<file path="src/hdl/roul_pkg.sv">
`timescale 1ns / 1ps

package roul_pkg;

  // Packed name: ten base-27 letters fit in 48 bits
  localparam int NAME_W = 48;

  // Opcodes carried on in_tuser
  localparam logic OP_PUSH  = 1'b0;
  localparam logic OP_DRAIN = 1'b1;

  // out_tuser bit positions
  localparam int TU_HAS_NAME   = 0;
  localparam int TU_OVERFLOWED = 1;
  localparam int OUT_TUSER_W   = 2;

  typedef enum logic {
    ST_IDLE,
    ST_DRAIN
  } roul_state_t;

  // Broadcast from the controller to every cell of the row
  typedef struct packed {
    logic              push;  // insert / move-to-front this cycle
    logic              pop;   // shift the row one place towards cell 0
    logic [NAME_W-1:0] name;  // name being pushed
  } roul_cell_ctl_t;

endpackage

</file>
<file path="src/hdl/roul_cell.sv">
`timescale 1ns / 1ps

module roul_cell
  import roul_pkg::*;
(
  input  logic              clk,
  input  logic              rst_n,
  input  roul_cell_ctl_t    ctl,
  input  logic [NAME_W-1:0] prev_name,   // neighbour nearer the front
  input  logic              prev_valid,
  input  logic [NAME_W-1:0] next_name,   // neighbour nearer the back
  input  logic              next_valid,
  input  logic              found_in,    // a cell nearer the front matched
  output logic              found_out,
  output logic [NAME_W-1:0] name_q,
  output logic              valid_q
);

  logic [NAME_W-1:0] name_r, name_nxt;
  logic              valid_r, valid_nxt;
  logic              match;
  logic              take_prev;

  // Compare against the pushed name and pass the result down the row
  assign match     = valid_r && (name_r == ctl.name);
  assign found_out = found_in | match;

  // Shift back by one up to and including the matching cell, or the first free one
  assign take_prev = ctl.push && !found_in && prev_valid;

  always_comb begin
    name_nxt  = name_r;
    valid_nxt = valid_r;
    if (take_prev) begin
      name_nxt  = prev_name;
      valid_nxt = 1'b1;
    end else if (ctl.pop) begin
      name_nxt  = next_name;
      valid_nxt = next_valid;
    end
  end

  always_ff @(posedge clk) begin
    if (!rst_n) begin
      valid_r <= 1'b0;
    end else begin
      valid_r <= valid_nxt;
    end
  end

  always_ff @(posedge clk) begin
    name_r <= name_nxt;
  end

  assign name_q  = name_r;
  assign valid_q = valid_r;

endmodule

</file>
<file path="config.mk">
export PLATFORM = sky130hd
export DESIGN_NAME = roul_cell
export DESIGN_NICKNAME = d
export VERILOG_FILES = /design/src/hdl/roul_pkg.sv /design/src/hdl/roul_cell.sv
export SDC_FILE = /design/constraint.sdc
export NUM_CORES = 1
export LEC_CHECK = 0
export ABC_AREA = 1
export BUFFER_PORTS_ARGS = -buffer_cell sky130_fd_sc_hd__buf_4
export CAP_MARGIN = 5
export CORE_ASPECT_RATIO = 1.1
export CORE_MARGIN = 10
export CORE_UTILIZATION = 45
export DETAILED_ROUTE_END_ITERATION = 16
export PLACE_DENSITY = 0.85
export SETUP_SLACK_MARGIN = 0.5
export SYNTH_ARGS = -nofsm -noshare
export SYNTH_HDL_FRONTEND = slang
export SYNTH_SLANG_ARGS = --single-unit
</file>
<file path="constraint.sdc">
create_clock -name clk -period 3.9 [get_ports clk]
set_input_delay 0 -clock clk [delete_from_list [all_inputs] [get_ports clk]]
set_output_delay 0 -clock clk [all_outputs]
set_load 0.02 [all_outputs]
</file>
==> metrics.md <==
| Metric | Value |
|---|---|
| Status | `complete, no violations` |
| Crit path to | `name_q[47]$_DFFE_PP_` |
| CTS tree | `built` |
| DIE HEIGHT | `106 µm` |
| GPL Wtd Cong | `approximately 0.85` |
| Gr ovfl total | `0` |
| Most common cell in the netlist | `nand2_1` |
| # IOs | `roughly 200` |
| CORE AREA | `0.00656 mm²` |
| Die Width | `between 90 and 100 µm` |
| Root buffer cell | `clkbuf_8` |
| Sequential share of the synthesized area | `48.4%` |
| Largest net degree at the start of global routing | `50` |
| CTS Buf Count | `5` |
| Final hold violations | `0` |
| Initial Util | `46.1%` |
| Req. time, crit path | `3.94 ns` |
| Fraction of layout cells with a size suffix above 1 | `between 20% and 30%` |
| WL per Instance | `17.1 µm` |
| Clock Latency Late Sink | `~0.3 ns` |
| Mapped Nets | `591` |
| Worst Path Max Fanout | `49` |
| Yosys top cell area share | `47.7%` |
| Tightest Pin Transition | `1.18 ns` |
| Synth Instances | `440` |
| Worst Setup SP | `ctl[49]` |
| R2R setup slack | `2.69 ns` |
| CP Capture Type | `register` |
| Max Buffers Root-to-Sink | `2` |
| H-tree depth | `2` |
| Startpoint Class | `primary input` |
| Tmin final | `1.98 ns` |
| Total number of vias | `3943` |
| DRT Pass-1 Iters | `5` |
| Post-Syn Area | `0.00302 mm²` |
| Post-DP HPWL | `9.14 mm` |
| Post-CTS Resized | `0` |
| Largest cells by area after synthesis | `edfxtp_1 48%, nand2_1 32%, inv_1 8.2%` |
| Num rows | `31` |
| Gr usage total | `25.2%` |
| DRC | `0` |
| Final Setup Violations | `0` |
| Final Max Slew Viols | `0` |
| Period utilization | `50.7%` |
| Final wirelength | `13.9 mm` |
| First-pass GRT wire length | `about 21 mm` |
| Max Cap Violations | `0` |
| Main synth FF type | `edfxtp_1` |
| Total Neg Setup Slack | `0 ns` |
| Full die area | `0.0104 mm²` |
| Static leakage | `0.00308 µW` |
| Initial antenna violation count | `1` |
| Core Util, Final | `86.0%` |
| Worst hold path class | `primary input to register` |
| CP Data Arrival Time | `around 2.0 ns` |
| DR vias/cell | `just under 5` |
| Total Nets Final | `roughly 900` |
| Area Overhead vs Synth | `86.5%` |
| Number of synthesized flops with an enable pin | `48` |
| CP Class | `primary input to register` |
| Clock-pin slew of the registers on the worst-case setup and hold paths | `0.08 ns` |
| Max Clock Skew | `0 ns` |
| Vias in the first global route | `4335` |
| Initial DRC Count | `187` |
| Post-synth top cells | `258 x nand2_1, 66 x inv_1, 48 x edfxtp_1, 35 x nor2_1` |
| Worst R2R End | `valid_q$_SDFFE_PN0P_` |
| Power Dens Cells | `287 mW/mm²` |
| Fill count | `360` |
| Flops & latches, synth | `slightly below 50` |
| Netlist cell types | `18` |
| VDD IR max | `about 0.00020 V` |
| Async set or reset register ratio after synthesis | `0%` |
| FMAX | `506 MHz` |
| Worst R2R Path Depth | `3` |
| Antenna Nets Post-Route | `0` |
| IO buf count | `200` |
| Slew Limit Headroom | `around a fifth` |
| Clock Sinks | `49` |
| Syn. warnings | `0` |
| RSZ-0062 raised after global routing | `no` |
| Top cell type by total area after synthesis | `edfxtp_1` |
| FF-to-FF Start | `valid_q$_SDFFE_PN0P_` |
| Syn avg cell area | `6.87 µm²` |
## registers in the layout, indices dropped and copies added, names as in the netlist
name	count
name_q	48
valid_q	1
## where the power goes
| group | internal, µW | switching [µW] | total (µW) |
|---|---|---|---|
| logic | 299 | 264 | 563 |
| clock network | 190 | 172 | 361 |
| registers | 648 | 46.0 | 694 |
## cell usage in the layout (no fill, tap or decap), drive strengths merged
cell type / count
o21ai: 3
diode: 1
nor2: 35
xnor2: 6
xor2: 3
a21oi: 1
o22ai: 3
dlygate4sd3: 95
inv: 68
bufinv: 1
edfxtp: 48
clkinv: 1
nand2: 258
dfxtp: 1
nand3: 3
buf: 201
clkbuf: 6
a21boi: 1
## cells by family after synthesis
| group | after synthesis | share of synthesized area (%) |
|---|---|---|
| and+or+nand+nor | 296 | 37.1 |
| buffers and inverters | 78 | 10.4 |
| DFF | 49 | 48.4 |
| xor gates and xnor gates | 9 | 2.61 |
| AOI/OAI and AO/OA | 8 | 1.53 |
## critical path, cell delays in order
cell and delay, ns:
buf_4 0.11, nand3_2 0.08, buf_4 0.45, inv_2 0.50
nand2_1 0.22, nand2_1 0.07, dlygate4sd3_1 0.56
## worst min-delay path by stage
stage / startpoint / to / slack, ns / depth (start not counted)
global placement: rst_n / valid_q$_SDFFE_PN0P_ / 0.24 / 2
finish: next_name[3] / name_q[3]$_DFFE_PP_ / 0.03 / 3
global route: next_name[3] / name_q[3]$_DFFE_PP_ / 0.03 / 3
detailed placement: rst_n / valid_q$_SDFFE_PN0P_ / 0.26 / 2
CTS: next_name[3] / name_q[3]$_DFFE_PP_ / 0.01 / 3
floorplan: rst_n / valid_q$_SDFFE_PN0P_ / 0.15 / 1
## per-layer routing
metal | global-route usage, % | vias up | wire length [µm] | part of all wire [%]
li1 | - | 1892 | - | -
met1 | 23.0 | 1770 | 4560 | 33
met4 | 15.3 | 0 | 799 | 5.7
met5 | 0 | - | 0 | 0
met3 | 6.54 | 62 | 1140 | 8.2
met2 | 48.4 | 219 | 7440 | 53
## metrics by stage
| stage | hold slack (ns) | power (µW) | setup slack [ns] | std cells | area, µm² |
|---|---|---|---|---|---|
| 2_1_floorplan | 0.153 | 907 | 1.98 | 440 | 3020 |
| 4_1_cts | 0.0147 | 1600 | 2.04 | 816 | 5630 |
| 3_5_place_dp | 0.256 | 1160 | 2.22 | 713 | 4580 |
| 3_3_place_gp | 0.242 | 1140 | 2.30 | 713 | 4580 |
| 5_1_grt | 0.0278 | 1700 | 1.83 | 817 | 5640 |
| 6_report | 0.0347 | 1620 | 1.92 | 817 | 5640 |
## area by class of cell
| type | count | area (µm²) | area share [%] |
|---|---|---|---|
| multi-input cells | 313 | 1250 | 22.1 |
| well taps | 82 | 103 | 1.82 |
| diodes | 1 | 2.50 | 0.0444 |
| clock buffers | 6 | 72.6 | 1.29 |
| clock inverters | 2 | 33.8 | 0.599 |
| repair buffers | 296 | 2460 | 43.7 |
| inverters | 68 | 255 | 4.53 |
| flip-flops and latches | 49 | 1460 | 25.9 |
## repair_timing
action / 4_1_cts / 5_1_grt
buffers inserted: 0 / 0
hold buffers: 95 / 0
endpoints found under the hold margin: 48 / 0
(Power assumes the default switching activity.)
