==> src/hdl/roul_pkg.sv <==
`timescale 1ns / 1ps

package roul_pkg;

  // Packed name: ten base-27 letters fit in 48 bits
  localparam int NAME_W = 48;

  // Opcodes carried on in_tuser
  localparam logic OP_PUSH  = 1'b0;
  localparam logic OP_DRAIN = 1'b1;

  // out_tuser bit positions
  localparam int TU_HAS_NAME   = 0;
  localparam int TU_OVERFLOWED = 1;
  localparam int OUT_TUSER_W   = 2;

  typedef enum logic {
    ST_IDLE,
    ST_DRAIN
  } roul_state_t;

  // Broadcast from the controller to every cell of the row
  typedef struct packed {
    logic              push;  // insert / move-to-front this cycle
    logic              pop;   // shift the row one place towards cell 0
    logic [NAME_W-1:0] name;  // name being pushed
  } roul_cell_ctl_t;

endpackage

==> src/hdl/roul_ctrl.sv <==
`timescale 1ns / 1ps

module roul_ctrl
  import roul_pkg::*;
(
  input  logic                   clk,
  input  logic                   rst_n,
  input  logic                   in_tvalid,
  output logic                   in_tready,
  input  logic [NAME_W-1:0]      in_tdata,
  input  logic                   in_tuser,
  output logic                   out_tvalid,
  input  logic                   out_tready,
  output logic [NAME_W-1:0]      out_tdata,
  output logic                   out_tlast,
  output logic [OUT_TUSER_W-1:0] out_tuser,
  input  logic [NAME_W-1:0]      head_name,   // cell 0
  input  logic                   head_valid,
  input  logic                   second_valid, // cell 1
  input  logic                   ovf_set,      // push evicted the oldest entry
  output roul_cell_ctl_t         ctl
);

  roul_state_t       state_r, state_nxt;
  logic              in_fire;
  logic              drain_start;
  logic              emit;
  logic              final_word;

  logic              ovf_r, ovf_nxt;
  logic              ovf_snap_r, ovf_snap_nxt;

  logic              out_valid_r, out_valid_nxt;
  logic [NAME_W-1:0] out_name_r, out_name_nxt;
  logic              out_has_r, out_has_nxt;
  logic              out_last_r, out_last_nxt;
  logic              out_ovf_r, out_ovf_nxt;

  assign in_fire     = in_tvalid && in_tready;
  assign drain_start = in_fire && (in_tuser == OP_DRAIN);
  assign final_word  = !head_valid || !second_valid;

  // Next state
  always_comb begin
    state_nxt = state_r;
    unique case (state_r)
      ST_IDLE:  if (drain_start) state_nxt = ST_DRAIN;
      ST_DRAIN: if (emit && final_word) state_nxt = ST_IDLE;
      default:  state_nxt = ST_IDLE;
    endcase
  end

  // State outputs
  always_comb begin
    in_tready = 1'b0;
    emit      = 1'b0;
    unique case (state_r)
      ST_IDLE:  in_tready = 1'b1;
      ST_DRAIN: emit = !out_valid_r || out_tready;
      default:  in_tready = 1'b0;
    endcase
  end

  // Row control
  always_comb begin
    ctl.push = in_fire && (in_tuser == OP_PUSH);
    ctl.pop  = emit;
    ctl.name = in_tdata;
  end

  // Sticky overflow flag, snapshot taken when a drain starts
  always_comb begin
    ovf_nxt      = ovf_r;
    ovf_snap_nxt = ovf_snap_r;
    if (drain_start) begin
      ovf_snap_nxt = ovf_r;
      ovf_nxt      = 1'b0;
    end else if (ovf_set) begin
      ovf_nxt = 1'b1;
    end
  end

  // Output register
  always_comb begin
    out_valid_nxt = out_valid_r;
    out_name_nxt  = out_name_r;
    out_has_nxt   = out_has_r;
    out_last_nxt  = out_last_r;
    out_ovf_nxt   = out_ovf_r;
    if (emit) begin
      out_valid_nxt = 1'b1;
      out_name_nxt  = head_valid ? head_name : '0;
      out_has_nxt   = head_valid;
      out_last_nxt  = final_word;
      out_ovf_nxt   = ovf_snap_r;
    end else if (out_tready) begin
      out_valid_nxt = 1'b0;
    end
  end

  always_ff @(posedge clk) begin
    if (!rst_n) begin
      state_r     <= ST_IDLE;
      ovf_r       <= 1'b0;
      out_valid_r <= 1'b0;
    end else begin
      state_r     <= state_nxt;
      ovf_r       <= ovf_nxt;
      out_valid_r <= out_valid_nxt;
    end
  end

  always_ff @(posedge clk) begin
    ovf_snap_r <= ovf_snap_nxt;
    out_name_r <= out_name_nxt;
    out_has_r  <= out_has_nxt;
    out_last_r <= out_last_nxt;
    out_ovf_r  <= out_ovf_nxt;
  end

  assign out_tvalid                = out_valid_r;
  assign out_tdata                 = out_name_r;
  assign out_tlast                 = out_last_r;
  assign out_tuser[TU_HAS_NAME]    = out_has_r;
  assign out_tuser[TU_OVERFLOWED]  = out_ovf_r;

  // A drain clears the sticky flag
  a_drain_clears_ovf: assert property (@(posedge clk) disable iff (!rst_n)
    drain_start |=> !ovf_r)
    else $error("overflow flag survived a drain");

  // The row never pushes and pops together
  a_push_pop_excl: assert property (@(posedge clk) disable iff (!rst_n)
    !(ctl.push && ctl.pop))
    else $error("push and pop in the same cycle");

endmodule

==> config.mk <==
export PLATFORM = sky130hd
export DESIGN_NAME = roul_ctrl
export DESIGN_NICKNAME = d
export VERILOG_FILES = /design/src/hdl/roul_pkg.sv /design/src/hdl/roul_ctrl.sv
export SDC_FILE = /design/constraint.sdc
export NUM_CORES = 1
export LEC_CHECK = 0
export BUFFER_PORTS_ARGS = -buffer_cell sky130_fd_sc_hd__clkbuf_2
export CAP_MARGIN = 20
export CORE_AREA = 2 2 80 82
export CTS_CLUSTER_DIAMETER = 80
export DETAILED_ROUTE_END_ITERATION = 8
export DIE_AREA = 0 0 82 84
export PLACE_DENSITY = 0.94
export SLEW_MARGIN = 0
export SYNTH_ARGS = -nofsm -noshare
export SYNTH_HDL_FRONTEND = slang
export SYNTH_SLANG_ARGS = --single-unit
export TNS_END_PERCENT = 20
==> constraint.sdc <==
create_clock -name clk -period 6.7 [get_ports clk]
set_input_delay 1.34 -clock clk [delete_from_list [all_inputs] [get_ports clk]]
set_output_delay 1.34 -clock clk [all_outputs]
set_load 0.01 [all_outputs]
==> results of run 1 <==
==> layout make-up <==
cell class | instances | area [µm²]
well taps | 77 | 96.3
clock buffers | 5 | 68.8
fillers | 568 | 3330
clock inverters | 2 | 37.5
inverters | 1 | 3.75
flip-flops and latches | 55 | 1620
repair buffers | 111 | 558
multi-input cells | 60 | 380
==> how the worst min path moves through the flow <==
stage	from	to	slack (ns)	cells past startpoint
floorplan	ovf_snap_r	out_ovf_r	0.40	0
global placement	ovf_snap_r	out_ovf_r	0.40	0
detailed placement	ovf_snap_r	out_ovf_r	0.41	0
CTS	ovf_snap_r	out_ovf_r	0.43	0
global route	ovf_snap_r	out_ovf_r	0.45	0
finish	ovf_snap_r	out_ovf_r	0.43	0
==> power by group through the flow <==
stage / logic, µW / clock network, µW / registers (µW)
after global placement: 55.3 / 0 / 402
after CTS: 57.6 / 218 / 394
after floorplan: 50.7 / 0 / 408
after detailed placement: 57.3 / 0 / 402
final: 56.1 / 212 / 394
after global routing: 62.7 / 228 / 396
==> synth_stat cells (all sizes together) <==
cell	instances
o21ai	2
and3b	1
buf	53
clkbuf	3
nor3b	1
dfxtp	3
edfxtp	52
nand2	3
o21a	1
a21oi	1
inv	1
nor2	2
and2b	1
and2	48
==> cell families (layout without fill, tap and decap cells) <==
family,count (synthesis),count (layout),share of synthesized area
flops,55,55,0.673
simple gates,56,56,0.142
compound gates,4,4,0.0125
buf+inv,57,119,0.172
==> metrics by stage <==
stage | utilization | cell area, µm² | hold slack (ns)
2_1_floorplan | - | 2410 | 0.400
3_3_place_gp | 0.436 | 2660 | 0.402
3_5_place_dp | 0.436 | 2660 | 0.412
4_1_cts | 0.454 | 2770 | 0.434
5_1_grt | 0.454 | 2770 | 0.447
6_report | 0.454 | 2770 | 0.431
==> per-layer routing <==
metal / up-vias / part of all wire
met4: 0 / 0.027
met1: 612 / 0.32
met3: 21 / 0.15
met5: - / 0
met2: 97 / 0.51
li1: 639 / -
==> flip-flops by register name (all words and copies together) (netlist names) <==
name	count
out_tvalid	1
out_ovf_r	1
out_has_r	1
ovf_r	1
ovf_snap_r	1
out_tlast	1
state_r	1
out_tdata	48
==> critical path, cell delays in order <==
cell,delay [ns]
clkbuf_2,0.07
and2b_1,0.23
nor2_4,0.12
clkbuf_2,0.14
==> summary.md, run 1 <==
| Metric | Value |
|---|---|
| CP endpoint | ctl[48] |
| Core Area | 6100 µm² |
| RSZ-0062 raised after global routing | no |
| CTS max path bufs | 2 |
| Peak fanout along the critical path | 3 |
| Worst EP arrival | 1.91 ns |
| Number of H-tree levels | 2 |
| Total CTS buffers | 5 |
| Reg2reg end | out_tdata[27] |
| Num Clock Sinks | 55 |
| Busiest layer in global routing | met2 |
| Total power | 662 µW |
| DRT iter0 DRCs | 63 |
| FP Rows | 29 |
| Worst R2R Setup Slack | 5.10 ns |
| Crit. Startpoint | out_tready |
| DRC viols | 0 |
| Sequential area share after synthesis | 0.673 |
| FF-to-FF path depth | 3 |
| Reg power frac | 0.595 |
| Die footprint | 6890 µm² |
| Grt met1 use | 0.123 |
| Placed cell count | 304 |
| Setup violators final | 0 |
| GRT Total Usage | 0.134 |
| Total Wirelength | 4.85 mm |
| CTS root buf | clkbuf_8 |
| Comb pwr share | 0.085 |
| Pins Over Slew Limit | 0 |
| First-pass GRT wire length | 6.75 mm |
| Commonest non-fill, non-tap cell in the layout | clkbuf_2 |
| Upper clock frequency limit | 0.308 GHz |
| Syn Area/Cell | 14.0 µm² |
| Fin cells | 311 |
| Worst Slack Setup Final | 3.45 ns |
| Worst slew pin tran | 0.728 ns |
| Psw | 135 µW |
| Most frequent cells in the layout | 110 x clkbuf_2, 52 x edfxtp_1, 48 x and2_1 |
| Cells after synthesis | 172 |
| Yosys warns | 0 |
| Total inserted antenna cells | 0 |
| Startpoint Class | input pin |
| Clock Latency Late Sink | 0.30 ns |
| Cts hold-fix bufs | 0 |
| Remaining global-route overflow | 0 |
| Avg WL per Cell | 15.6 µm |
| Setup tns final | 0 ns |
| Nets | 338 |
| Largest net degree at the start of global routing | 52 |
| Top post-synthesis cells by area | edfxtp_1 65%, buf_4 16%, and2_1 12%, dfxtp_1 2.5%, clkbuf_2 0.62% |
| Area grow syn2layout | 14.9% |
| M2 GR Usage | 0.233 |
| Library cells used by synthesis | 16 |
| Final worst-path cycle share | 0.485 |
| Die Y | 84 µm |
| PwrDens | 239 nW/µm² |
| Relative slew slack | 0.514 |
| Worst Setup End Kind | output port |
| Number of global-route vias before repair | 1,329 |
| Worst hold path type | reg -> reg |
| Outcome | complete, no violations |
| Worst vdd ir | 0.121 mV |
| Synthesized Nets | 276 |
| Drt pass-1 iters | 4 |
| Port bufs | 110 |
| PostCTS Resize Cnt | 0 |
| Number of vias per cell | 4.40 |
| Pleak | 0.00119 µW |
| Layout cells sized above 1 | 0.517 |
| Post-route ant nets | 0 |
| Final min period | 3.25 ns |
| Yosys top cell by area | edfxtp_1 |
| Synthesized flop and latch total | 55 |
| Fin. Hold Viols | 0 |
| Setup CP Type | in -> out |
| Initial Utilization | 0.395 |
| Int Pwr | 527 µW |
| Post-CTS Setup Bufs | 0 |
| Sw frac | 0.203 |
| Die Wd | 82 µm |
| WP data required | 5.36 ns |
| Met3 usage | 0.0693 |
| Detailed-route via count | 1,369 |
| Cell area after synthesis | 2410 µm² |
| Clk network pwr share | 0.320 |
| I/O pin cnt | 207 |
| Placer Congestion | 0.670 |
| CTS tree | done |
| Clk_skew | 0.00511 ns |
| Post-synth top area share | 0.648 |
| Worst-path clk slew | 0.09 ns |
| Max Cap Viol | 0 |
| Setup WS pre-CTS | 3.43 ns |
| Reg-to-reg startpoint | out_tvalid |
| Initial antenna violation count | 0 |
Note: power is estimated with default switching activity, not from simulation.
==> run 2: changes to the inputs <==
- ABC_AREA: default -> 1
- CORE_AREA: 2 2 80 82 -> default
- CORE_ASPECT_RATIO: default -> 1.4
- CORE_UTILIZATION: default -> 35
- DIE_AREA: 0 0 82 84 -> default
- PLACE_DENSITY: 0.94 -> 0.87
- clock period: 6.7 -> 2.7 ns (I/O delays scaled with it)
==> run 2 against run 1 <==
Net effect: worst setup slack lost 2.5 ns; wire length grew 27%; non-clock buffer count grew 1; largest cell class unchanged; global-route usage grew 2.5 points; final area grew 3.0%; critical path depth shrank 1; critical endpoint unchanged.
==> summary.md, run 2 <==
| Metric | Value |
|---|---|
| CTS root buf | clkbuf_8 |
| Crit. Startpoint | state_r |
| Num Clock Sinks | 55 (unchanged) |
| Commonest cells in the netlist | 52 x buf_4, 52 x edfxtp_1, 43 x nand2_1 |
| RSZ-0062 raised after global routing | no |
| EDFF count, synth | 52 (unchanged) |
| Worst EP arrival | 1.24 ns (-0.67 ns) |
| Fraction of synthesized area in multiplexers | 0 (unchanged) |
| WL met2 | 2.97 mm (+21%) |
| Clk_skew | 0.00381 ns (-0.00130 ns) |
| Min-Delay Path Depth | 0 (unchanged) |
| Pleak | 0.00153 µW (+29%) |
| Worst slew pin tran | 0.542 ns (-0.187 ns) |
| Total Wirelength | 6.14 mm (+27%) |
| Yosys warns | 0 (unchanged) |
| PwrDens | 545 nW/µm² (+130%) |
| PostCTS Resize Cnt | 0 (unchanged) |
| Avg WL per Cell | 16.1 µm (+3.0%) |
| Yosys top cell by area | edfxtp_1 |
| Post-synthesis compound-gate area fraction | 0.00802 (-0.00445) |
| Library cells used by synthesis | 13 (-3) |
| FF-to-FF path depth | 3 (unchanged) |
| Worst hold path type | reg -> reg |
| Fraction of registers with async set/reset | 0 (unchanged) |
| Metal-1 WL | 1.61 mm (+4.6%) |
| Clock Latency Late Sink | 0.30 ns (about the same) |
| Min Hold Slack | 0.449 ns (+0.0181 ns) |
| Cell area after synthesis | 2500 µm² (+3.6%) |
| CTS tree | done |
| Finished Core Util | 0.411 (-0.0431) |
| Post-synth top area share | 0.626 (-0.0227) |
| GRT Total Usage | 0.160 (+0.0254) |
| Final Cell Area | 2850 µm² (+3.0%) |
| Die footprint | 7480 µm² (+8.6%) |
| Initial antenna violation count | 0 (unchanged) |
| Number of global-route vias before repair | 1,458 (+9.7%) |
| Initial Utilization | 0.360 (-0.0353) |
| Startpoint Class | flip-flop |
| Placed Area | 2770 µm² (+4.1%) |
| Setup violators final | 0 (unchanged) |
| Placer Congestion | 0.737 (+10%) |
| Nets | 390 (+15%) |
| Cells after synthesis | 223 (+30%) |
| Pins Over Slew Limit | 0 (unchanged) |
| Die Y | 102 µm (+21%) |
| Worst Setup End Kind | output port |
| Reg-to-reg startpoint | state_r |
| Sequential area share after synthesis | 0.650 (-0.0236) |
| Post-route ant nets | 0 (unchanged) |
| Layout cells sized above 1 | 0.481 (-0.0363) |
| Clk network pwr share | 0.273 (-0.047) |
| Worst vdd ir | 0.172 mV (+42%) |
| Total inserted antenna cells | 0 (unchanged) |
| Area share of and/or/nand/nor cells after synthesis | 0.0947 (-0.0476) |
| Main combinational cell family by area after synthesis | buffers and inverters |
| Synthesized flop and latch total | 55 (unchanged) |
| Relative slew slack | 0.639 (+0.124) |
| Largest register FFs | 48 (unchanged) |
| Post-Synth Adder-Cell Area | 0 (unchanged) |
| Post-CTS Setup Bufs | 0 (unchanged) |
| FP Rows | 36 (+24%) |
| Upper clock frequency limit | 0.561 GHz |
| Setup tns final | 0 ns (unchanged) |
| Cts hold-fix bufs | 0 (unchanged) |
| Die Wd | 73.4 µm (-11%) |
| Psw | 336 µW (+150%) |
| Final min period | 1.78 ns |
| Main synth FF type | edfxtp_1 |
| Reg power frac | 0.629 (+0.034) |
| Commonest non-fill, non-tap cell in the layout | clkbuf_2 |
| Most frequent cells in the layout | 110 x clkbuf_2, 52 x edfxtp_1, 43 x nand2_1 |
| Port bufs | 110 (unchanged) |
| Largest net degree at the start of global routing | 45 (-13%) |
| Peak fanout along the critical path | 9 (+6) |
| Detailed-route via count | 1,542 (+13%) |
| Remaining global-route overflow | 0 (unchanged) |
| WP data required | 2.16 ns (-3.20 ns) |
| First-pass GRT wire length | 8.22 mm (+22%) |
| Total CTS buffers | 5 (unchanged) |
| Drt pass-1 iters | 4 (unchanged) |
| Core Area | 6940 µm² (+14%) |
| CTS max path bufs | 2 (unchanged) |
| Fin. Hold Viols | 0 (unchanged) |
| Sw frac | 0.217 (+0.0132) |
| Max Cap Viol | 0 (unchanged) |
| Highest Signal Layer | met4 |
| Syn Area/Cell | 11.2 µm² (-20%) |
| Synthesized Nets | 327 (+18%) |
| Number of vias per cell | 4.04 (-8.3%) |
| Final worst-path cycle share | 0.661 |
| Int Pwr | 1220 µW (+130%) |
| Number of H-tree levels | 2 (unchanged) |
| Area grow syn2layout | 14.1% |
| DR WL met3 | 1.10 mm (+51%) |
| Setup CP Type | reg -> out |
| Worst-path clk slew | 0.09 ns (about the same) |
| Hold path startpoint | ovf_snap_r |
| DRT iter0 DRCs | 62 (-1.6%) |
| DRC viols | 0 (unchanged) |
| Outcome | complete, no violations |
| I/O pin cnt | 207 (unchanged) |
| Post-synthesis xor/xnor area fraction | 0 (unchanged) |
| HPWL after DPL | 5.15 mm |
| Comb pwr share | 0.098 (+0.013) |
| Top post-synthesis cells by area | edfxtp_1 63%, buf_4 16%, nand2_1 6.5%, inv_1 6.3%, nand2_2 2.5% |
-- run 2: cell types whose count changed after synthesis, sizes merged, moves of 2 or more --
cell    change
clkbuf      -3
inv        +51
buf         +3
nand2      +50
a21oi       +2
and2       -48
-- run 2: layout make-up --
class	instances	area, µm²
fillers	709	4090
well taps	95	119
flip-flops and latches	55	1620
multi-input cells	60	268
repair buffers	112	566
inverters	52	195
clock buffers	8	80.1
-- run 2: power by group through the flow --
stage | Combinational (µW) | Clock [µW] | Sequential [µW]
floorplan | 137 | 0 | 1010
global placement | 150 | 0 | 995
detailed placement | 155 | 0 | 997
CTS | 156 | 440 | 978
global route | 172 | 466 | 980
finish | 152 | 423 | 977
-- run 2: cells by family (layout without fill, tap and decap cells) --
group / Yosys count / after routing
buf+inv: 108 / 172
simple gates: 56 / 56
flops: 55 / 55
compound gates: 4 / 4
-- run 2: worst max-delay path, cell delays in order, from the launching register on --
cell and delay, ns:
dfxtp_1 0.34, inv_1 0.10, a21oi_4 0.29, clkbuf_2 0.21
-- run 2: worst paths after layout --
check	endpoint	slack (ns)
max	ctl[48]	0.92
min	out_ovf_r	0.45
max reg2reg	out_tdata[11]	1.06
min reg2reg	out_ovf_r	0.45
-- run 2: per-stage QoR --
stage | instances | power, µW | setup slack (ns)
after floorplan | 223 | 1150 | 0.383
after global placement | 374 | 1140 | 0.862
after detailed placement | 374 | 1150 | 0.795
after CTS | 382 | 1570 | 0.899
after global routing | 382 | 1620 | 0.842
final | 382 | 1550 | 0.916
-- run 2: per-layer routing --
| metal | vias to the layer above | GRT usage |
|---|---|---|
| met3 | 48 | 0.113 |
| li1 | 746 | - |
| met4 | 0 | 0.129 |
| met2 | 90 | 0.269 |
| met1 | 658 | 0.119 |
| met5 | - | 0 |
